File: src/cc20_pkg.sv
// Types, constants and the state setup function of the ChaCha20 keystream block.
// No dependencies.
`timescale 1ns / 1ps

package cc20_pkg;

    localparam logic [31:0] SIGMA0 = 32'h6170_7865;
    localparam logic [31:0] SIGMA1 = 32'h3320_646e;
    localparam logic [31:0] SIGMA2 = 32'h7962_2d32;
    localparam logic [31:0] SIGMA3 = 32'h6b20_6574;

    localparam int DOUBLE_ROUNDS = 10;
    localparam int STEPS         = 8 * DOUBLE_ROUNDS;
    localparam int STEP_W        = $clog2(STEPS);
    localparam logic [STEP_W-1:0] LAST_STEP = STEP_W'(STEPS - 1);

    localparam logic [3:0] MAX_BLOCKS = 4'd8;
    localparam int FIFO_DEPTH = 2;
    localparam int ADDR_W     = 6;
    localparam int DATA_W     = 64;

    localparam logic [2:0] REG_KEY0   = 3'd0;
    localparam logic [2:0] REG_KEY1   = 3'd1;
    localparam logic [2:0] REG_KEY2   = 3'd2;
    localparam logic [2:0] REG_KEY3   = 3'd3;
    localparam logic [2:0] REG_NONCE0 = 3'd4;
    localparam logic [2:0] REG_NONCE1 = 3'd5;

    typedef logic [15:0][31:0] t_state;
    typedef logic [3:0][63:0]  t_key;

    typedef struct packed {
        logic [31:0] ctr;
        logic [2:0]  offset;
        logic        last;
    } t_job;

    typedef struct packed {
        t_state     words;
        logic [2:0] offset;
        logic       last;
    } t_blk;

    function automatic t_state cc20_init(input t_key key, input logic [63:0] nonce0,
                                         input logic [31:0] nonce1,
                                         input logic [31:0] ctr);
        t_state s;
        s[0] = SIGMA0;
        s[1] = SIGMA1;
        s[2] = SIGMA2;
        s[3] = SIGMA3;
        for (int i = 0; i < 4; i++) begin
            s[4 + 2 * i] = key[i][31:0];
            s[5 + 2 * i] = key[i][63:32];
        end
        s[12] = ctr;
        s[13] = nonce0[31:0];
        s[14] = nonce0[63:32];
        s[15] = nonce1;
        return s;
    endfunction

endpackage

File: src/cc20_front.sv
// Request front end: takes a request and splits it into one job per block.
// Depends on cc20_pkg.
`timescale 1ns / 1ps

module cc20_front import cc20_pkg::*; (
    input  logic        i_clk,
    input  logic        i_rst_n,
    input  logic        i_start,
    input  logic [31:0] i_start_counter,
    input  logic [3:0]  i_block_count,
    input  logic        i_full,
    output logic        o_busy,
    output logic        o_push,
    output t_job        o_job
);

    logic [3:0]  r_rem;
    logic [31:0] r_ctr;
    logic [2:0]  r_off;
    logic [3:0]  n_rem;

    assign o_busy = (r_rem != 4'd0);
    assign o_push = o_busy && !i_full;
    assign n_rem  = (i_block_count > MAX_BLOCKS) ? MAX_BLOCKS : i_block_count;

    assign o_job.ctr    = r_ctr;
    assign o_job.offset = r_off;
    assign o_job.last   = (r_rem == 4'd1);

    always_ff @(posedge i_clk) begin
        if (!i_rst_n) begin
            r_rem <= 4'd0;
        end else if (i_start && !o_busy) begin
            r_rem <= n_rem;
            r_ctr <= i_start_counter;
            r_off <= 3'd0;
        end else if (o_push) begin
            r_rem <= r_rem - 4'd1;
            r_ctr <= r_ctr + 32'd1;
            r_off <= r_off + 3'd1;
        end
    end

endmodule

File: config.mk
export PLATFORM = sky130hd
export DESIGN_NAME = cc20_front
export DESIGN_NICKNAME = d
export VERILOG_FILES = /design/src/cc20_pkg.sv /design/src/cc20_front.sv
export SDC_FILE = /design/constraint.sdc
export NUM_CORES = 1
export LEC_CHECK = 0
export ABC_AREA = 1
export ABC_CLOCK_PERIOD_IN_PS = 3600
export BUFFER_PORTS_ARGS = -buffer_cell sky130_fd_sc_hd__buf_2
export CORE_MARGIN = 2
export CORE_UTILIZATION = 45
export DETAILED_ROUTE_END_ITERATION = 8
export GPL_ROUTABILITY_DRIVEN = 0
export PLACE_DENSITY = 0.71
export SLEW_MARGIN = 10
export SYNTH_ARGS = -nofsm -noshare
export SYNTH_HDL_FRONTEND = slang
export SYNTH_SLANG_ARGS = --single-unit
File: constraint.sdc
create_clock -name i_clk -period 3.6 [get_ports i_clk]
set_input_delay 0.18 -clock i_clk [delete_from_list [all_inputs] [get_ports i_clk]]
set_output_delay 0.18 -clock i_clk [all_outputs]
set_load 0.03 [all_outputs]
## Word level (Yosys, flattened, before mapping)

Cells that the tools add are included.

- Bits in latches: 0
- Output and inout port bits: 38
- Memories kept: 0
- Memory bits (read-only): 0
- Flip-flop bits (word level): 39
- Logic and storage cells: 21
- RAM bits: 0

- Muxes and demuxes: 6
- Add/subtract/negate cells: 3
- Reduce and logical (&&, ||, !) cells: 7
- Bitwise gates (word level): 0
- $mul: 0
- $lt $le $gt $ge: 1
- Equal/unequal tests: 1
- Shift operators: 0
- Div/mod/pow operators: 0

Operators with widths:

| kind | count |
|---|---|
| 32-bit 2-to-1 mux | 2 |
| 32-bit by 1-bit adder with 32-bit output (second input constant) | 1 |
| 4-bit 2-to-1 mux | 3 |
| 4-bit by 1-bit equality test with 1-bit output (second input constant) | 1 |
| 4-bit > comparator (second input constant) | 1 |
| 4-bit nonzero test | 1 |
| 4-bit by 1-bit subtractor with 4-bit output (second input constant) | 1 |
| 3-bit by 1-bit adder with 3-bit output (second input constant) | 1 |
| 3-bit 2-to-1 mux | 1 |
| 1-bit logical AND | 2 |
| 1-bit zero test | 2 |
| 2-bit AND reduction | 1 |
| 2-bit nonzero test | 1 |

## Depth between registers and ports, before layout

Gate-level depths: netlist of the first run.

- Depth in word-level cells: 5
- Mapped depth: 10
- Gate-level depth less buffers: 10

## Worst setup path after synthesis of the first run

Ideal clock, no wire load.

- Kind: register -> register
- From: register r_rem[0]
- To: register r_ctr[0] (enable)
- Stages on the path, launching flop included: 8
- Arrival: 2.699 ns
- Slack: 0.473 ns
- Required time: 3.172 ns
- Path through: dfxtp_1 inv_1 ha_1 nand2_1 nand2_1 nand2_1 inv_1 nor2_1

- Word-level cells in the longest chain between the ends: 5
- Elaborated cells on any way between the ends: 6
- Those cells by class: reduce/logical: 6

Ends and longest elaborated chain:

| what | RTL line | source |
|---|---|---|
| start: declaration | cc20_front.sv:17 | `logic [3:0] r_rem;` |
| start signal: assignment | cc20_front.sv:34 | `r_rem <= n_rem;` |
| start signal: assignment | cc20_front.sv:38 | `r_rem <= r_rem - 4'd1;` |
| 4-bit nonzero test * | cc20_front.sv:22 | `assign o_busy = (r_rem != 4'd0);` |
| net o_busy | cc20_front.sv:12 | `output logic o_busy,` |
| 1-bit zero test | cc20_front.sv:33 | `end else if (i_start && !o_busy) begin` |
| 1-bit logical AND | cc20_front.sv:33 |  |
| 2-bit nonzero test (no source line) * | - |  |
| 2-bit AND reduction (no source line) * | - |  |
| end signal: assignment | cc20_front.sv:35 | `r_ctr <= i_start_counter;` |
| end signal: assignment | cc20_front.sv:39 | `r_ctr <= r_ctr + 32'd1;` |
| end: declaration | cc20_front.sv:18 | `logic [31:0] r_ctr;` |

Mark *: on every way through the listed nets, which the timed path passes. The rest lies on a longest branch.
A chain may end at the register's enable or synchronous reset.

## Final worst setup path of the first run

- From: register r_rem[0]
- To: register r_ctr[7], data pin

- Word-level cells in the longest chain between the ends: 4

Ends and longest elaborated chain:

| what | RTL line |
|---|---|
| 4-bit nonzero test | cc20_front.sv:22 |
| 1-bit zero test | cc20_front.sv:33 |
| 1-bit logical AND | cc20_front.sv:33 |
| 32-bit 2-to-1 mux | cc20_front.sv:33 |

Every way passes these cells.

==> results of run 1 <==
==> sequential cells by signal (all words and copies together), names as in the netlist <==
register  flops
r_rem         4
r_off         3
r_ctr        32
==> worst max-delay path by stage <==
stage / endpoint / slack [ns] / depth (start not counted)
6_report: r_ctr[7] / 1.34 / 6
3_3_place_gp: r_off[0] / 1.37 / 7
4_1_cts: r_ctr[7] / 1.30 / 6
5_1_grt: r_ctr[6] / 1.08 / 6
3_5_place_dp: r_ctr[7] / 1.28 / 6
2_1_floorplan: r_ctr[0] / 0.47 / 7
==> stage by stage <==
step	std cells	util, %	power [mW]	hold WS, ns	setup slack (ns)
6_report	541	56.36	2.546	0.1451	1.336
5_1_grt	541	56.36	2.750	0.1386	1.082
3_5_place_dp	533	54.53	2.204	0.4473	1.279
4_1_cts	541	56.36	2.571	0.1311	1.296
3_3_place_gp	533	54.53	2.160	0.4472	1.372
2_1_floorplan	385	-	1.848	0.3115	0.4730
==> layer usage <==
layer	global-route usage (%)	vias to the layer above	routed length, um
met5	0	-	0
li1	-	1374	-
met4	6.500	0	90
met3	4.286	8	402
met1	26.92	1153	3071
met2	36.50	77	3075
==> layout make-up <==
type / count / share of cell area (%)
Clock inverter: 3 / 1.169
Tap cell: 75 / 2.829
Sequential cell: 39 / 34.10
Multi-Input combinational cell: 296 / 42.66
Timing Repair Buffer: 80 / 12.30
Inverter: 43 / 4.866
Clock buffer: 5 / 2.075
==> power groups by stage <==
stage | clock network, mW | registers, mW | logic, mW
6_report | 0.365 | 0.940 | 1.24
5_1_grt | 0.387 | 0.966 | 1.40
4_1_cts | 0.373 | 0.940 | 1.26
3_5_place_dp | 0 | 0.949 | 1.25
3_3_place_gp | 0 | 0.940 | 1.22
2_1_floorplan | 0 | 1.16 | 0.685
==> cells by family after synthesis <==
kind of cell | after synthesis | synth area share (%)
XOR/XNOR | 12 | 3.836
AO/OA/AOI/OAI | 27 | 5.342
adder cells (fa/ha/maj) | 5 | 2.283
AND/OR/NAND/NOR | 252 | 40.09
buffers and inverters | 50 | 7.169
flip-flops | 39 | 41.28
==> placed cells by master (no fill, tap or decap), drive strengths merged, types with 2 or more instances in the layout <==
| cell | instances |
|---|---|
| xnor2 | 2 |
| dfxtp | 4 |
| o21ai | 18 |
| or2 | 2 |
| ha | 5 |
| inv | 43 |
| nor2 | 54 |
| o21bai | 2 |
| nand3 | 26 |
| clkinv | 2 |
| nand2 | 168 |
| buf | 80 |
| edfxtp | 35 |
| clkbuf | 5 |
| a31oi | 3 |
| xor2 | 10 |
| a21oi | 3 |
==> tightest hold or removal path: stages <==
cell and delay [ns]:
buf_2 0.07, nand2_1 0.04, nand2_1 0.05
==> impl_metrics.tcl, run 1 <==
set metrics [dict create \
    yosysWarnings 0 \
    antenna_found_initial 0 \
    async_reset_ff_share_pct 0 \
    multiInputGateArea_um2 1415 \
    htree_levels 2 \
    worstHoldStart "i_start_counter[1]" \
    setup_violations 0 \
    die_h_um 82.04 \
    synth_cell_type_count 28 \
    fin_crit_sh_pct 62.88 \
    numCtsBuffers 5 \
    p_comb_share_pct 48.7 \
    synthFlopType "edfxtp_1" \
    io-pin-count 78 \
    path_clk_slew_ns 0.08 \
    clk_path_buf_depth 2 \
    track_usage_pct 21.28 \
    cts_resized 0 \
    min_period_ns 2.264 \
    r2r_cells 6 \
    rr_startpoint "r_rem[0]" \
    grt_pass1_wl_um 10920 \
    startpoint_type "register" \
    grt_pass1_vias 2512 \
    cts_sinks 39 \
    final-max-slew-violation-count 0 \
    leakage_nw 1.613 \
    ff_latch_area_um2 1131 \
    timing.fmax_ghz 0.4418 \
    drive_gt1_share_pct 24.25 \
    netlist_instances 385 \
    vdd_ir_drop_max_uv 363.3 \
    initial_core_util_pct 46.56 \
    wirelength_um 6639 \
    synth.area.top_cells "edfxtp_1 (38%), nand2_1 (22%), nor2_1 (5.6%)" \
    viasPerCell 4.828 \
    r2r-end "r_ctr[7]" \
    min_to "r_ctr[1]" \
    nNetsFinal 510 \
    critPathKind "register to register" \
    cts-root-buf "clkbuf_8" \
    maxSlewHeadroom_pct 61.29 \
    crit_fanout 40 \
    crit_start "r_rem[0]" \
    critPathRequiredTime_ns 3.61 \
    skew_ns 0.01070 \
    die_area_um2 6730 \
    powerDensity_nw_per_um2 767.7 \
    fill_cells 586 \
    max_cap_viol_count 0 \
    grt_start_max_net_pins 41 \
    post_cts_buffers 0 \
    avgSynthCellArea_um2 7.117 \
    tightestPinTransition_ns 0.5798 \
    cts.hold.buffers_added 0 \
    synth_seq_cells 39 \
    slowest_stage "inv_2" \
    endpoint_kind "register" \
    antenna_cells 0 \
    p_int_mw 1.332 \
    crit_buf_inv 3 \
    crit_family "buffers and inverters" \
    reg2reg_slack_ns 1.34 \
    power_frac_clock_pct 14.4 \
    swShare_pct 47.69 \
    synth_edf_count 35 \
    drt-pass1-iter-count 5 \
    crit_chain "inv_1, ha_1, nand3_2, buf_4, inv_2, o21ai_0" \
    fin_tns_setup_ns 0 \
    cts_tree "yes" \
    vias 2612 \
    drc 0 \
    syn-num-nets 430 \
    hold_class "input pin to register" \
    netSwitchingPower_mw 1.214 \
    critPathArrivalTime_ns 2.28 \
    wl_per_cell_um 12.27 \
    rsz0062_at_grt "false" \
    hold_depth 3 \
    max_stage_delay_ns 0.45 \
    stdcell_area_um2 3317 \
    yosysMostFrequentCell "nand2_1" \
    synth.top_cells.by_count "nand2_1 (161), nor2_1 (41), inv_1 (40)" \
    synth_area_um2 2740 \
    status "completed" \
    hold_violations 0 \
    synth_top_area_cell "edfxtp_1" \
    sequentialPowerShare_pct 36.9 \
    dpl.hpwl_um 5166 \
    ys_seq_area_share_pct 41.28 \
    dpl_cell_area_um2 3209 \
    synth_top_cell_area_share_pct 38.36 \
    insertion_delay_ns 0.29 \
    drt.antenna.violating_nets 0 \
    port_buffers 77 \
    num_rows 28 \
    grt-ovfl-total 0 \
    drt_iter0_markers 189 \
    core_um2 5886 \
    chipWidth_um 82.04 \
    syn2layout_area_growth_pct 21.05 \
]
(Power assumes the default switching activity.)
==> run 2, diff against run 1 <==
ABC_AREA = 0   (was 1)
ABC_CLOCK_PERIOD_IN_PS = 1900   (was 3600)
PLACE_DENSITY = 0.75   (was 0.71)
clock period = 1.9 ns   (was 3.6 ns; I/O delays follow)
==> run 2 against run 1 <==
Die area shrank 15%. Clock power grew 47%. Wire length shrank 18%. First-iteration DRC count shrank 54%. Design area shrank 7.7%. Critical endpoint is now r_ctr[28]. Largest cell class unchanged. Global-route usage shrank 2.0 points. Sequential cell count is the same. Clock-buffer cell count grew 1. Power grew 110%. Clock skew shrank 0.0025 ns. Sequential share of layout area grew 2.9 points.
==> impl_metrics.tcl, run 2 <==
set metrics [dict create \
    die_area_um2 5743 \
    synth.top_cells.by_count "nand2_1 (39), edfxtp_1 (35), o21ai_0 (27)" \
    synth_top_cell_area_share_pct 45.33 \
    synth_edf_count 35 \
    port_buffers 77 \
    drt-pass1-iter-count 4 \
    synth.area.top_cells "edfxtp_1 (45%), xor2_1 (7.9%), nand2_1 (6.3%)" \
    largest_reg_flops 32 \
    min_period_ns 1.798 \
    critPathArrivalTime_ns 1.94 \
    stdcell_area_um2 3063 \
    reg2reg_slack_ns 0.10 \
    setup_violations 0 \
    powerDensity_nw_per_um2 1733 \
    layout_commonest_cell "buf_2" \
    maxSlewHeadroom_pct 77.01 \
    fin_cells 397 \
    hold_depth 3 \
    track_usage_pct 19.23 \
    fin_tns_setup_ns 0 \
    num_rows 26 \
    endpoint_kind "register" \
    core_um2 5042 \
    drive_gt1_share_pct 37.31 \
    fin_crit_sh_pct 94.61 \
    tightestPinTransition_ns 0.3448 \
    io-pin-count 78 \
    syn-num-nets 279 \
    vias 2009 \
    wirelength_um 5421 \
    synthFlopType "edfxtp_1" \
    critPathRequiredTime_ns 2.04 \
    worstHoldStart "i_start_counter[1]" \
    grt-ovfl-total 0 \
    grt_start_max_net_pins 41 \
    grt_pass1_wl_um 8273 \
    hold_violations 0 \
    r2r-end "r_ctr[28]" \
    max_stage_delay_ns 0.44 \
    slowest_stage "edfxtp_1" \
    hold_class "input pin to register" \
    crit_fanout 10 \
    crit_buf_inv 0 \
    crit_chain "ha_4, nand3_2, nor2_8, nand3_4, or3_1, a31oi_1" \
    yosysWarnings 0 \
    r2r_cells 6 \
    antenna_found_initial 0 \
    critPathKind "register to register" \
    synth_seq_cells 39 \
    antenna_cells 0 \
    min_to "r_ctr[1]" \
    synth_area_um2 2318 \
    p_total_mw 5.309 \
    dpl_cell_area_um2 2943 \
    final-max-slew-violation-count 0 \
    final_cell_mix "buf_2 (77), nand2_1 (39), edfxtp_1 (35), o21ai_0 (27), xor2_1 (21)" \
    cp_num_cells 6 \
    dp_cells 387 \
    ys_seq_area_share_pct 48.79 \
    dpl.hpwl_um 4081 \
    grt_pass1_vias 1779 \
    wl_per_cell_um 13.65 \
    hold-worst-slack_ns 0.06966 \
    skew_ns 0.008182 \
    cts_sinks 39 \
    nNetsFinal 371 \
    post-route-util_pct 60.74 \
    max_cap_viol_count 0 \
    drc 0 \
    synth_top_area_cell "edfxtp_1" \
    viasPerCell 5.060 \
    clk_path_buf_depth 2 \
    cts_tree "yes" \
    drt_iter0_markers 87 \
    htree_levels 2 \
    yosysMostFrequentCell "nand2_1" \
    startpoint_type "register" \
    numCtsBuffers 5 \
    cts.hold.buffers_added 0 \
    async_reset_ff_share_pct 0 \
    avgSynthCellArea_um2 9.908 \
    crit_family "simple AND/OR/NAND/NOR gates" \
    leakage_nw 1.223 \
    top_register "r_ctr" \
    status "completed" \
    rr_startpoint "r_ctr[1]" \
    insertion_delay_ns 0.29 \
    syn2layout_area_growth_pct 32.11 \
    timing.fmax_ghz 0.5563 \
    fin_ws_ns 0.1024 \
    initial_core_util_pct 45.98 \
    path_clk_slew_ns 0.08 \
    cts-root-buf "clkbuf_8" \
    vdd_ir_drop_max_uv 849.3 \
    chipWidth_um 75.78 \
    die_h_um 75.78 \
    netlist_instances 234 \
    synth_cell_type_count 37 \
    largestRegisters "r_ctr (32), r_rem (4), r_off (3)" \
    drt.antenna.violating_nets 0 \
    dp_slack_ns 0.04780 \
]
[run 2: worst max path at each step]
stage	startpoint	endpoint	slack, ns
floorplan	r_ctr[8]	r_ctr[23]	-0.004
global placement	r_ctr[8]	r_ctr[31]	0.1
detailed placement	r_ctr[8]	r_ctr[31]	0.05
CTS	r_ctr[5]	r_ctr[25]	0.03
global route	r_ctr[1]	r_ctr[28]	-0.02
finish	r_ctr[1]	r_ctr[28]	0.10
[run 2: per-layer routing]
metal  part of all wire, %  vias up  global-route usage (%)
li1                      -     1025                       -
met1                    44      920                   25.93
met2                    50       58                   30.46
met3                   4.9        6                   4.497
met4                   1.1        0                   6.628
met5                     0        -                       0
[run 2: worst reg2reg max path: stages, from the launching register on]
cell      delay (ns)
edfxtp_1        0.44
ha_4            0.20
nand3_2         0.14
nor2_8          0.24
nand3_4         0.12
or3_1           0.35
a31oi_1         0.16
[run 2: cell type report]
cell class                 instances  area, um2
sequential                        39       1132
timing repair buffer              97      560.5
clock inverter                     2      8.758
clock buffer                       6      72.57
inverter                           6      22.52
fill                             422       1979
multi-input combinational        177       1179
tap                               70      87.58
[run 2: kinds of logic (layout without fill, tap and decap cells)]
| logic type | after synthesis | count (layout) | synth area share [%] |
|---|---|---|---|
| and+or+nand+nor | 101 | 101 | 23.37 |
| AOI/OAI and AO/OA | 41 | 41 | 9.822 |
| DFF | 39 | 39 | 48.79 |
| xor gates and xnor gates | 29 | 29 | 10.96 |
| buffers and inverters | 18 | 111 | 3.885 |
| adders and majority gates | 5 | 5 | 2.698 |
| muxes | 1 | 1 | 0.4857 |
[run 2: power by group]
group          total [mW]  internal, mW  switching [mW]
registers            1.91          1.54           0.377
logic                2.86          1.07            1.79
clock network       0.538         0.252           0.286
[run 2: what timing repair did]
action / in CTS / in global routing
gates resized for setup: 0 / 6
buffers inserted: 0 / 2
endpoints found under the setup margin: 0 / 14
