===== src/cc20_pkg.sv =====
// Types, constants and the state setup function of the ChaCha20 keystream block.
// No dependencies.
`timescale 1ns / 1ps

package cc20_pkg;

    localparam logic [31:0] SIGMA0 = 32'h6170_7865;
    localparam logic [31:0] SIGMA1 = 32'h3320_646e;
    localparam logic [31:0] SIGMA2 = 32'h7962_2d32;
    localparam logic [31:0] SIGMA3 = 32'h6b20_6574;

    localparam int DOUBLE_ROUNDS = 10;
    localparam int STEPS         = 8 * DOUBLE_ROUNDS;
    localparam int STEP_W        = $clog2(STEPS);
    localparam logic [STEP_W-1:0] LAST_STEP = STEP_W'(STEPS - 1);

    localparam logic [3:0] MAX_BLOCKS = 4'd8;
    localparam int FIFO_DEPTH = 2;
    localparam int ADDR_W     = 6;
    localparam int DATA_W     = 64;

    localparam logic [2:0] REG_KEY0   = 3'd0;
    localparam logic [2:0] REG_KEY1   = 3'd1;
    localparam logic [2:0] REG_KEY2   = 3'd2;
    localparam logic [2:0] REG_KEY3   = 3'd3;
    localparam logic [2:0] REG_NONCE0 = 3'd4;
    localparam logic [2:0] REG_NONCE1 = 3'd5;

    typedef logic [15:0][31:0] t_state;
    typedef logic [3:0][63:0]  t_key;

    typedef struct packed {
        logic [31:0] ctr;
        logic [2:0]  offset;
        logic        last;
    } t_job;

    typedef struct packed {
        t_state     words;
        logic [2:0] offset;
        logic       last;
    } t_blk;

    function automatic t_state cc20_init(input t_key key, input logic [63:0] nonce0,
                                         input logic [31:0] nonce1,
                                         input logic [31:0] ctr);
        t_state s;
        s[0] = SIGMA0;
        s[1] = SIGMA1;
        s[2] = SIGMA2;
        s[3] = SIGMA3;
        for (int i = 0; i < 4; i++) begin
            s[4 + 2 * i] = key[i][31:0];
            s[5 + 2 * i] = key[i][63:32];
        end
        s[12] = ctr;
        s[13] = nonce0[31:0];
        s[14] = nonce0[63:32];
        s[15] = nonce1;
        return s;
    endfunction

endpackage


===== src/cc20_queue.sv =====
// Short job queue between the front end and the round engine.
// Depends on cc20_pkg.
`timescale 1ns / 1ps

module cc20_queue import cc20_pkg::*; (
    input  logic i_clk,
    input  logic i_rst_n,
    input  logic i_push,
    input  t_job i_job,
    input  logic i_pop,
    output logic o_full,
    output logic o_empty,
    output t_job o_head
);

    localparam int AW = $clog2(FIFO_DEPTH);
    localparam int CW = $clog2(FIFO_DEPTH + 1);

    t_job          r_mem [FIFO_DEPTH];
    logic [AW-1:0] r_wp;
    logic [AW-1:0] r_rp;
    logic [CW-1:0] r_cnt;
    logic          w_push;
    logic          w_pop;

    assign o_full  = (r_cnt == CW'(FIFO_DEPTH));
    assign o_empty = (r_cnt == '0);
    assign o_head  = r_mem[r_rp];
    assign w_push  = i_push && !o_full;
    assign w_pop   = i_pop && !o_empty;

    always_ff @(posedge i_clk) begin
        if (w_push) begin
            r_mem[r_wp] <= i_job;
        end
    end

    always_ff @(posedge i_clk) begin
        if (!i_rst_n) begin
            r_wp  <= '0;
            r_rp  <= '0;
            r_cnt <= '0;
        end else begin
            if (w_push) begin
                r_wp <= (r_wp == AW'(FIFO_DEPTH - 1)) ? '0 : r_wp + 1'b1;
            end
            if (w_pop) begin
                r_rp <= (r_rp == AW'(FIFO_DEPTH - 1)) ? '0 : r_rp + 1'b1;
            end
            r_cnt <= r_cnt + CW'(w_push) - CW'(w_pop);
        end
    end

endmodule


===== config.mk =====
export PLATFORM = sky130hd
export DESIGN_NAME = cc20_queue
export DESIGN_NICKNAME = d
export VERILOG_FILES = /design/src/cc20_pkg.sv /design/src/cc20_queue.sv
export SDC_FILE = /design/constraint.sdc
export NUM_CORES = 1
export LEC_CHECK = 0
export ABC_AREA = 1
export BUFFER_PORTS_ARGS = -buffer_cell sky130_fd_sc_hd__buf_2
export CAP_MARGIN = 20
export CORE_ASPECT_RATIO = 1.2
export CORE_MARGIN = 2
export CORE_UTILIZATION = 56
export DETAILED_ROUTE_END_ITERATION = 8
export PLACE_DENSITY_LB_ADDON = 0.12
export SLEW_MARGIN = 20
export SYNTH_ARGS = -nofsm -noshare
export SYNTH_HDL_FRONTEND = slang
export SYNTH_SLANG_ARGS = --single-unit

===== constraint.sdc =====
create_clock -name i_clk -period 5.4 [get_ports i_clk]
set_input_delay 0.27 -clock i_clk [delete_from_list [all_inputs] [get_ports i_clk]]
set_output_delay 0.27 -clock i_clk [all_outputs]
set_load 0.005 [all_outputs]

# After elaboration in Yosys (flattened, before gate mapping)
# Memories as Yosys holds them, arrays and structs flattened. A register that Yosys moved wholly into a read port is not among the register bits.
# Cells that the tools add are included.
# totals
reg_bits	4
latch_bits	0
ram_bits	72
rom_bits	0
input_bits	40
out_inout_bits	38
elab_cells	20
n_memories	1
# memory_table
memory	depth	width	read_ports	rd_ports_with_merged_regs	write_ports	line_no	source
r_mem	2	36	1	1	1	cc20_queue.sv:19	t_job r_mem [FIFO_DEPTH];
# op_classes
addsub	4
multipliers	0
div_mod_pow	0
magnitude_cmp	0
eq_ne	1
shift	0
mux	6
bitwise_logic	0
reduce_logical	5
# ops
cell	count
two-way mux 1 bit	6
adder 1 bit (second input constant)	2
adder 2 x 1 -> 2 bit	1
== test 2 bit (second input constant)	1
logical AND 1 bit	2
logical NOT 1 bit	2
logical NOT 2 bit	1
subtractor 2 x 1 -> 2 bit	1

# Logic depth before layout (Yosys ltp)
# Gate-level depths: netlist (run 1).
# depth
ltp_word	5
mapped_depth	11
ltp_nobuf	11

# Worst setup path after synthesis (run 1)
# OpenSTA, ideal clock, no wires.
# synth_timing
kind	register -> register
start	register r_cnt[0]
end	memory r_mem[0][0] in the netlist's numbering, enable pin
setup_ns	0.429
arrival_time_ns	2.079
required_time_ns	4.971
slack_ns	2.892
path_stages_with_launch	5
path_buffers	0
period_less_slack_ns	2.508
cell_sequence	dfxtp_1 inv_1 nand2_1 nand2_1 nor2_1
# synth_between
elab_chain_cells	5
# synth_lines
element	line_no	source
from (decl)	cc20_queue.sv:22	logic [CW-1:0] r_cnt;
from (signal assigned)	cc20_queue.sv:50	r_cnt <= r_cnt + CW'(w_push) - CW'(w_pop);
== test 2 bit	cc20_queue.sv:26	assign o_full = (r_cnt == CW'(FIFO_DEPTH));
logical NOT 1 bit	cc20_queue.sv:29	assign w_push = i_push && !o_full;
logical AND 1 bit	cc20_queue.sv:29	
two-way mux 1 bit	cc20_queue.sv:33	if (w_push) begin
two-way mux 1 bit (not written as such)	cc20_queue.sv:34	r_mem[r_wp] <= i_job;
to (decl)	cc20_queue.sv:19	
# No other way between the ends.

==> results.md, run 1 <==
- Post-CTS Hold Fix Bufs: 0
- Initial Util: 0.574
- Core area: 5230 µm²
- Xor/xnor cell area share of the yosys netlist: 0
- Chip height: 84.2 µm
- Main combinational cell family by area after synthesis: multiplexers
- First-pass GRT wire length: 7.33 mm
- Antenna Nets Post-Route: 0
- Unrepaired setup endpoints after global routing: no
- Syn Area/Cell: 20.0 µm²
- Detailed Routing Iterations Pass 1: 4
- Pre-CTS setup slack: about 3.5 ns
- Compound-cell area share of the yosys netlist: 0.00334
- Largest fanout on the critical path: 36
- Endpoints failing hold: 0
- Post-Syn Instances: 150
- Hold WS: 0.114 ns
- Area growth syn-to-layout: 20.7%
- TritonCTS clock tree: built
- Power per Cell Area: 454 nW/µm²
- Post-synth cell types: 12
- Max_slew headroom: 0.325
- Hold Path Depth: 1
- Clk_skew: 0.00645 ns
- Total power: 1.64 mW
- Number of global-route vias before repair: 1,616
- NetSw: 0.416 mW
- Iteration-0 DRC Markers: between 100 and 150
- Combinational share of power: 0.228
- Status: completed
- Worst hold path class: in -> reg
- # rows: 29
- Placer Congestion: 0.713
- Routed vias: 1,535
- Routed Wire Length: 4.80 mm
- GRT Util Overall: 0.173
- Post-synthesis register bit count: 77
- Sequential Power Share: 0.505
- Max-cap violations: 0
- IO Port Bufs: 77
- Die W: 70.8 µm
- Net count, final: between 200 and 300
- # Post-CTS Setup Buffers: 0
- Cts bufs inserted: 9
- # diodes: 0
- Clk pwr share: 0.267
- Worst-Skew Late Latency: ~0.34 ns
- TritonCTS Sinks: 77
- TNS Setup: 0 ns
- Leading cell type in the layout, fill and taps excluded: buf_2
- DRC viols: 0
- Worst hold start: i_job[19]
- Leakage: 1.48 nW
- Root Buffer: clkbuf_8
- Max Freq: around 520 MHz
- Sequential share of the synthesized area: 0.754
- Pin count of the biggest net entering global routing: 37
- CP startpoint kind: flip-flop
- Most frequent cells in the layout: 77 x buf_2, 72 x edfxtp_1, 30 x mux2_4, 12 x clkbuf_8
- Worst EP required: 5.13 ns
- Period utilization: 0.355
- Routed len/inst: 15.9 µm
- Num ports: 78
- Final core occ: 0.693
- Initial antenna violation count: 0
- Post-synthesis simple-gate area fraction: 0.0263
- Hold Path End: r_mem[1][19]
- Worst-case reg-to-reg path depth: 5
- Fin crit period: around 1.9 ns
- Post-DP HPWL: 3.31 mm
- Vias/cell: just over 5
- Slew Viols, Final: 0
- Gr ovfl total: 0
- DIE AREA: around 6000 µm²
- R2R Setup Slk: 3.50 ns
- H-tree depth: 3
- VDD IR max: 0.362 mV
- Adder-cell share of the synthesized area: 0.00834
- Worst-path clk slew: 0.07 ns
- Max clock buf depth: 2
- Cell-internal power: 1.23 mW
- R2R Path Start: r_cnt[0]
- Final setup violation count: 0
- Cell Area, Synth: 3000 µm²
- Worst R2R End: r_mem[1][10]
- Worst path arrival time: 1.65 ns
- Post_cts resized: 0
- Post-Syn Nets: approximately 190
- CP endpoint kind: output port
- CP cell instances: mux2_2 -> buf_2
- Measured slew at the worst slew-check pin: 1.01 ns
- Critical Path Max Stage Delay: 0.76 ns
- Net Sw Frac: 0.253
- Crit path kind: reg -> out
- Final Worst Setup Slack: between 3 and 4 ns
- Ys Warns: 0
- Post-synthesis mux area share: 0.173
- Share of post-route cells with drive strength above 1: 0.546
- CP max-delay cell: dfxtp_4
==> kinds of logic after synthesis <==
family                   count (synthesis)
AND/OR/NAND/NOR                         20
adder cells (fa/ha/maj)                  2
AO/OA/AOI/OAI                            2
flip-flops                              77
multiplexers                            36
buffers and inverters                   13
==> state kept, by name (all words and copies together) (netlist names), named ones only <==
name   count
r_cnt      2
r_mem     72
r_rp       1
r_wp       1
==> cell usage after synthesis (all sizes together) <==
| cell | count | area share |
|---|---|---|
| buf | 4 | 0.024 |
| mux2 | 36 | 0.17 |
| edfxtp | 72 | 0.72 |
| nor2 | 8 | 0.010 |
| dfxtp | 5 | 0.033 |
| inv | 9 | 0.011 |
| nand2 | 9 | 0.011 |
| ha | 2 | 0.0083 |
| a21oi | 2 | 0.0033 |
| nand3 | 3 | 0.0050 |
==> cell type report <==
type / instances / area [µm²]
clock buffer: 13 / 169
clock inverter: 3 / 42.5
fill: 370 / 1600
inverter: 9 / 33.8
multi-input combinational: 60 / 639
sequential: 77 / 2270
tap: 62 / 77.6
timing repair buffer: 78 / 393
==> critical path: cells and delay by family, from the launching register on <==
family / cells / cell delay, ns
multiplexers: 1 / 0.41
buffers and inverters: 1 / 0.13
flip-flops: 1 / 0.76
==> power groups by stage <==
stage / Sequential, mW / Combinational (mW) / Clock (mW)
CTS: 0.831 / 0.386 / 0.452
global route: 0.841 / 0.410 / 0.476
finish: 0.830 / 0.374 / 0.439
detailed placement: 0.844 / 0.385 / 0
global placement: 0.833 / 0.360 / 0
floorplan: 0.793 / 0.301 / 0
==> worst max path at each step <==
stage                              end  cells past startpoint      start
after floorplan            r_mem[0][0]                      4   r_cnt[0]
after global placement      o_head[23]                      2  flip-flop
after detailed placement  r_mem[0][33]                      4   r_cnt[0]
after CTS                   o_head[22]                      2  flip-flop
after global routing       r_mem[0][5]                      4   r_cnt[0]
final                       o_head[22]                      2  flip-flop
==> per-stage QoR <==
step | std cells | cell area, µm²
after floorplan | 150 | 3000
after global placement | 286 | 3410
after detailed placement | 286 | 3410
after CTS | 302 | 3620
after global routing | 302 | 3620
final | 302 | 3620
==> per-layer routing <==
metal  GRT usage  part of all wire
met2       0.293              0.56
met3      0.0576             0.052
met4       0.110             0.025
met1       0.184              0.37
met5           0                 0
Note: power is estimated with default switching activity, not from simulation.
==> run 2: changes to the inputs <==
--- a/config.mk
+++ b/config.mk
@@ -5,12 +5,12 @@
 export SDC_FILE = /design/constraint.sdc
 export NUM_CORES = 1
 export LEC_CHECK = 0
-export ABC_AREA = 1
+export ABC_AREA = 0
 export BUFFER_PORTS_ARGS = -buffer_cell sky130_fd_sc_hd__buf_2
 export CAP_MARGIN = 20
 export CORE_ASPECT_RATIO = 1.2
 export CORE_MARGIN = 2
-export CORE_UTILIZATION = 56
+export CORE_UTILIZATION = 52
 export DETAILED_ROUTE_END_ITERATION = 8
 export PLACE_DENSITY_LB_ADDON = 0.12
 export SLEW_MARGIN = 20
==> constraint.sdc (replaced) <==
create_clock -name i_clk -period 1.9 [get_ports i_clk]
set_input_delay 0.095 -clock i_clk [delete_from_list [all_inputs] [get_ports i_clk]]
set_output_delay 0.095 -clock i_clk [all_outputs]
set_load 0.005 [all_outputs]
==> run 2 against run 1 <==
Sequential cell count unchanged. Combinational power increased to 3.8 times the previous value. First-iteration DRC count decreased by 17%. Critical endpoint is now r_cnt[1].
==> results.md, run 2 <==
- Status: completed
- Slew Viols, Final: 0 (unchanged)
- Power per Cell Area: 1280 nW/µm² (+180%)
- Cell taking the most area after synthesis: edfxtp_1
- Hold Path Depth: 2 (+1)
- First-pass GRT wire length: 7.91 mm (+7.8%)
- Number of global-route vias before repair: 1,752 (+8.4%)
- Post-Syn Instances: 139 (-7.3%)
- Worst path most repeated cell: ha_1
- DIE AREA: 6370 µm² (+6.8%)
- Biggest register: r_mem
- Max_slew headroom: 0.785 (+0.460)
- IO Port Bufs: 77 (unchanged)
- Cell Area, Synth: 2990 µm² (-0.46%)
- Routed vias: 1,648 (+7.4%)
- Antenna Nets Post-Route: 0 (unchanged)
- Fin crit period: 1.73 ns
- Total power: 5.16 mW (+210%)
- GRT Util Overall: 0.171 (-0.00187)
- Max reg flops: 72 (unchanged)
- Initial Util: 0.534 (-0.0402)
- CP cell instances: nand2b_1 -> nand2_2 -> ha_1 -> inv_1 -> ha_1 -> xor2_1 -> and2_1 -> nor3_1
- Sequential share of the synthesized area: 0.758 (+0.00348)
- Worst-path clk slew: 0.07 ns (about the same)
- Chip height: 87 µm (+3.4%)
- Die W: 73.2 µm (+3.3%)
- H-tree depth: 3 (unchanged)
- Measured slew at the worst slew-check pin: 0.322 ns (-0.688 ns)
- Worst path arrival time: 1.98 ns (+0.33 ns)
- CP endpoint kind: flip-flop
- DRC viols: 0 (unchanged)
- Ys async rst share: 0 (unchanged)
- Leakage: 1.64 nW (+11%)
- Share of post-route cells with drive strength above 1: 0.509 (-0.0365)
- Most frequent cells in the layout: 77 x buf_2, 72 x edfxtp_1, 36 x dlygate4sd3_1, 30 x mux2_4, 9 x clkbuf_8
- Post-DP HPWL: 3.14 mm (-5.2%)
- Pin count of the biggest net entering global routing: 37 (unchanged)
- Synth area leaders: edfxtp_1 72%, mux2_4 15%, dfxtp_1 3.4%, mux2_2 2.3%, buf_12 2.0%
- Count leader, synth: edfxtp_1
- Unrepaired setup endpoints after global routing: no
- Period utilization: 0.908
- Num ports: 78 (unchanged)
- Routed Wire Length: 5.11 mm (+6.4%)
- Worst-case reg-to-reg path depth: 8 (+3)
- Ys Warns: 0 (unchanged)
- Leading cell type in the layout, fill and taps excluded: buf_2
- Vias/cell: 4.95 (-2.6%)
- # rows: 30 (+3.4%)
- VDD IR max: 0.970 mV (+170%)
- TritonCTS Sinks: 77 (unchanged)
- CP startpoint kind: flip-flop
- Root Buffer: clkbuf_8
- CP max-delay cell: dfxtp_1
- Post-synth cell types: 18 (+6)
- Max Freq: 579 MHz
- Final core occ: 0.723 (+0.0296)
- Area growth syn-to-layout: 35.4%
- Detailed Routing Iterations Pass 1: 4 (unchanged)
- Initial antenna violation count: 0 (unchanged)
- Max-cap violations: 0 (unchanged)
- Critical Path Stages: 8 (+6)
- Iteration-0 DRC Markers: 85 (-17%)
- Critical Path Max Stage Delay: 0.38 ns (-0.38 ns)
- Endpoints failing hold: 0 (unchanged)
- Cts bufs inserted: 9 (unchanged)
- Post-Syn Nets: 181 (-5.7%)
- TritonCTS clock tree: built
- CP delay by family, top: simple AND/OR/NAND/NOR gates
- # diodes: 0 (unchanged)
- Post-synth top area share: 0.724 (+0.00332)
- Largest regs: r_mem x72, r_cnt x2
- Worst Path Buf+Inv: 1 (unchanged)
- Main synth FF type: edfxtp_1
- Net count, final: 306 (+10%)
- Syn Area/Cell: 21.5 µm² (+7.4%)
- Core area: 5590 µm² (+7.0%)
- TNS Setup: 0 ns (unchanged)
- Gr ovfl total: 0 (unchanged)
- Clk_skew: 0.00797 ns (+0.00153 ns)
- Max clock buf depth: 2 (unchanged)
- Placer Congestion: 0.644 (-9.7%)
- Crit path kind: reg -> reg
- Worst EP required: 2.16 ns (-2.97 ns)
- Worst hold path class: in -> reg
- Top cells by count, synth: 72 x edfxtp_1, 30 x mux2_4, 6 x mux2_2
- # Post-CTS Setup Buffers: 0 (unchanged)
- Routed len/inst: 15.4 µm (-3.5%)
- Post-synthesis register bit count: 77 (unchanged)
- Worst-Skew Late Latency: 0.34 ns (about the same)
- Post-synth EDFFs: 72 (unchanged)
- Final setup violation count: 0 (unchanged)
- Largest fanout on the critical path: 4 (-89%)
## run 2: cell types whose count changed after synthesis, moves of 2 or more
cell and change:
a21oi_1 -2, and2_1 +2, inv_1 -6, nand2_1 -7, nand2b_1 +2, nand3_1 -3
nor2_1 -3
## run 2: cell families after synthesis
logic type	count (synthesis)	share of synthesized area
xor+xnor	2	0.00587
mux	37	0.177
fa+ha+maj	2	0.00838
flops	77	0.758
buf+inv	7	0.0277
compound gates	1	0.00252
simple gates	13	0.0210
## run 2: what timing repair did
item                                   4_1_cts  5_1_grt
setup endpoints to repair                    0        1
gates resized for setup                      0        1
hold buffers                                36        0
endpoints found under the hold margin       72        0
## run 2: report_power, final
part / switching (mW) / leakage, nW / internal (mW)
clock network: 0.572 / 0.116 / 0.873
logic: 0.620 / 0.806 / 0.813
registers: 0.0926 / 0.714 / 2.19
## run 2: cell type report
type	count	area, µm²
Fill cell	370	1550
Tap cell	64	80.1
Timing Repair Buffer	118	796
Sequential cell	77	2260
Clock inverter	6	111
Multi-Input combinational cell	55	652
Clock buffer	10	128
Inverter	3	11.3
## run 2: final timing paths
path	to	start	slack, ns
max	r_cnt[1]	r_cnt[0]	0.17
min	r_cnt[0]	i_rst_n	0.03
max reg2reg	r_cnt[1]	r_cnt[0]	0.17
min reg2reg	flip-flop	r_rp	0.52
## run 2: metrics by stage
stage	cell area (µm²)	worst slack [ns]	cells	hold slack, ns
2_1_floorplan	2990	0.0860	139	0.194
3_3_place_gp	3440	0.306	281	0.283
3_5_place_dp	3440	0.137	281	0.287
4_1_cts	4040	0.115	333	0.0129
5_1_grt	4040	0.0184	333	0.0452
6_report	4040	0.174	333	0.0305
## run 2: routing by layer
metal  share of wire  track usage
met1            0.35        0.172
met2            0.58        0.318
met3           0.055       0.0451
met4           0.015       0.0859
met5               0            0
==> run 3: changes to the inputs <==
--- a/config.mk
+++ b/config.mk
@@ -12,7 +12,7 @@
 export CORE_MARGIN = 2
 export CORE_UTILIZATION = 52
 export DETAILED_ROUTE_END_ITERATION = 8
-export PLACE_DENSITY_LB_ADDON = 0.12
+export PLACE_DENSITY_LB_ADDON = 0.3
 export SLEW_MARGIN = 20
 export SYNTH_ARGS = -nofsm -noshare
 export SYNTH_HDL_FRONTEND = slang
==> run 3 against run 2 <==
Core utilization shrank 0.20 points. Worst setup slack lost 0.019 ns. Largest cell class unchanged. Clock power hardly changed. Sequential power about the same. Via count is 3.1% lower. Worst hold slack worse by 0.014 ns. Register-to-register slack worse by 0.02 ns. Highest routed layer unchanged. Global-route usage fell by 0.88 points. Sequential share of layout area increased by 0.16 points. Count of clock-buffer cells in the layout increased by 1. Critical path type unchanged. Critical path depth stayed put. Largest power group unchanged. Critical endpoint unchanged. Combinational power about the same.
==> results.md, run 3 (synthesized netlist as in run 2, its figures left out) <==
- Status: completed
- Placer Congestion: 0.665 (+3.3%)
- Routed len/inst: 14.7 µm (-4.2%)
- Worst path most repeated cell: ha_1
- Max_slew headroom: 0.774 (-0.0107)
- Net count, final: 306 (unchanged)
- Largest fanout on the critical path: 4 (unchanged)
- Routed vias: 1,597 (-3.1%)
- Die W: 73.2 µm (unchanged)
- Measured slew at the worst slew-check pin: 0.338 ns (+0.0160 ns)
- Max-cap violations: 0 (unchanged)
- Chip height: 87 µm (unchanged)
- First-pass GRT wire length: 7.31 mm (-7.6%)
- TritonCTS clock tree: built
- Leading cell type in the layout, fill and taps excluded: buf_2
- Num ports: 78 (unchanged)
- Worst hold path class: in -> reg
- Max clock buf depth: 2 (unchanged)
- Pin count of the biggest net entering global routing: 35 (-5.4%)
- Total power: 5.11 mW (-1.0%)
- CP max-delay cell: dfxtp_1
- Critical Path Max Stage Delay: 0.37 ns (about the same)
- IO Port Bufs: 77 (unchanged)
- Worst Path Buf+Inv: 1 (unchanged)
- CP endpoint kind: flip-flop
- CP startpoint kind: flip-flop
- Worst EP required: 2.15 ns (about the same)
- Share of post-route cells with drive strength above 1: 0.498 (-0.0112)
- GRT Util Overall: 0.163 (-0.00880)
- FILL cells: 371 (+0.27%)
- Worst-Skew Late Latency: 0.34 ns (about the same)
- Initial Util: 0.534 (unchanged)
- Worst path arrival time: 2.00 ns (+0.02 ns)
- Detailed Routing Iterations Pass 1: 4 (unchanged)
- Cts bufs inserted: 9 (unchanged)
- TNS Setup: 0 ns (unchanged)
- Unrepaired setup endpoints after global routing: no
- Core area: 5590 µm² (unchanged)
- Initial antenna violation count: 0 (unchanged)
- Biggest register: r_mem
- Iteration-0 DRC Markers: 108 (+27%)
- Slew Viols, Final: 0 (unchanged)
- Fin crit period: 1.74 ns (+0.0189 ns)
- H-tree depth: 3 (unchanged)
- CP cell instances: nand2b_1 -> nand2_1 -> ha_1 -> inv_1 -> ha_1 -> xor2_1 -> and2_1 -> nor3_1
- Final core occ: 0.721 (-0.00201)
- Sequential Area: 2260 µm² (unchanged)
- Most frequent cells in the layout: 77 x buf_2, 72 x edfxtp_1, 36 x dlygate4sd3_1, 30 x mux2_4, 9 x clkbuf_8
- Root Buffer: clkbuf_8
- # diodes: 0 (unchanged)
- Largest regs: r_mem x72, r_cnt x2
- Area growth syn-to-layout: 35.0%
- # Post-CTS Setup Buffers: 0 (unchanged)
- DRC viols: 0 (unchanged)
- Vias/cell: 4.80 (-3.1%)
- Period utilization: 0.918 (+0.00994)
- Clk_skew: 0.00597 ns (-0.00200 ns)
- Max reg flops: 72 (unchanged)
- Final setup violation count: 0 (unchanged)
- Number of global-route vias before repair: 1,554 (-11%)
- Leakage: 1.64 nW (about the same)
- Antenna Nets Post-Route: 0 (unchanged)
- Max Freq: 573 MHz (-1.1%)
- # rows: 30 (unchanged)
- Post-DP HPWL: 3.06 mm (-2.3%)
- VDD IR max: 0.826 mV (-15%)
- Worst-path clk slew: 0.07 ns (about the same)
- TritonCTS Sinks: 77 (unchanged)
- Non-Filler Cell Area, Final: 4030 µm² (-0.28%)
- Post-CTS Hold Fix Bufs: 36 (unchanged)
- Multi-input logic area: 649 µm² (-0.38%)
- DIE AREA: 6370 µm² (unchanged)
- Gr ovfl total: 0 (unchanged)
- Crit path kind: reg -> reg
- Placement-stage cell area: 3440 µm² (unchanged)
- Post_cts resized: 0 (unchanged)
- Routed Wire Length: 4.90 mm (-4.2%)
- Power per Cell Area: 1270 nW/µm² (-0.75%)
- Endpoints failing hold: 0 (unchanged)
- CP delay by family, top: simple AND/OR/NAND/NOR gates
[run 3: layer usage]
metal,up-vias,global-route usage,part of all wire
met4,0,0.0859,0.022
li1,787,-,-
met2,45,0.282,0.55
met5,-,0,0
met3,9,0.0475,0.049
met1,756,0.178,0.38
[run 3: worst paths after layout]
| path | startpoint | to | slack (ns) | depth (start not counted) |
|---|---|---|---|---|
| setup / recovery | r_cnt[0] | r_cnt[1] | 0.16 | 8 |
| hold / removal | i_rst_n | r_cnt[0] | 0.02 | 2 |
| setup reg to reg | r_cnt[0] | r_cnt[1] | 0.16 | 8 |
| hold reg to reg | r_wp | r_wp | 0.53 | 2 |
[run 3: stage by stage]
step,setup WS [ns],std cells,hold WS [ns]
4_1_cts,0.133,333,0.00415
3_5_place_dp,0.165,281,0.287
5_1_grt,0.0519,333,0.0313
3_3_place_gp,0.288,281,0.282
6_report,0.155,333,0.0161
2_1_floorplan,0.0860,139,0.194
[run 3: layout make-up]
class / instances / share of cell area
well taps: 64 / 0.0199
clock inverters: 5 / 0.0245
flip-flops and latches: 77 / 0.562
inverters: 3 / 0.00279
repair buffers: 118 / 0.197
multi-input cells: 55 / 0.161
clock buffers: 11 / 0.0326
[run 3: worst register-to-register path: stages (launching register included)]
cell and delay (ns):
dfxtp_1 0.37, nand2b_1 0.17, nand2_1 0.15, ha_1 0.31
inv_1 0.04, ha_1 0.18, xor2_1 0.15, and2_1 0.15
nor3_1 0.15
[run 3: power breakdown]
part / total, mW / switching (mW) / leakage (nW) / internal [mW]
clock: 1.41 / 0.546 / 0.115 / 0.867
sequential: 2.29 / 0.0973 / 0.714 / 2.19
combinational: 1.41 / 0.597 / 0.806 / 0.809
total: 5.11 / 1.24 / 1.64 / 3.87
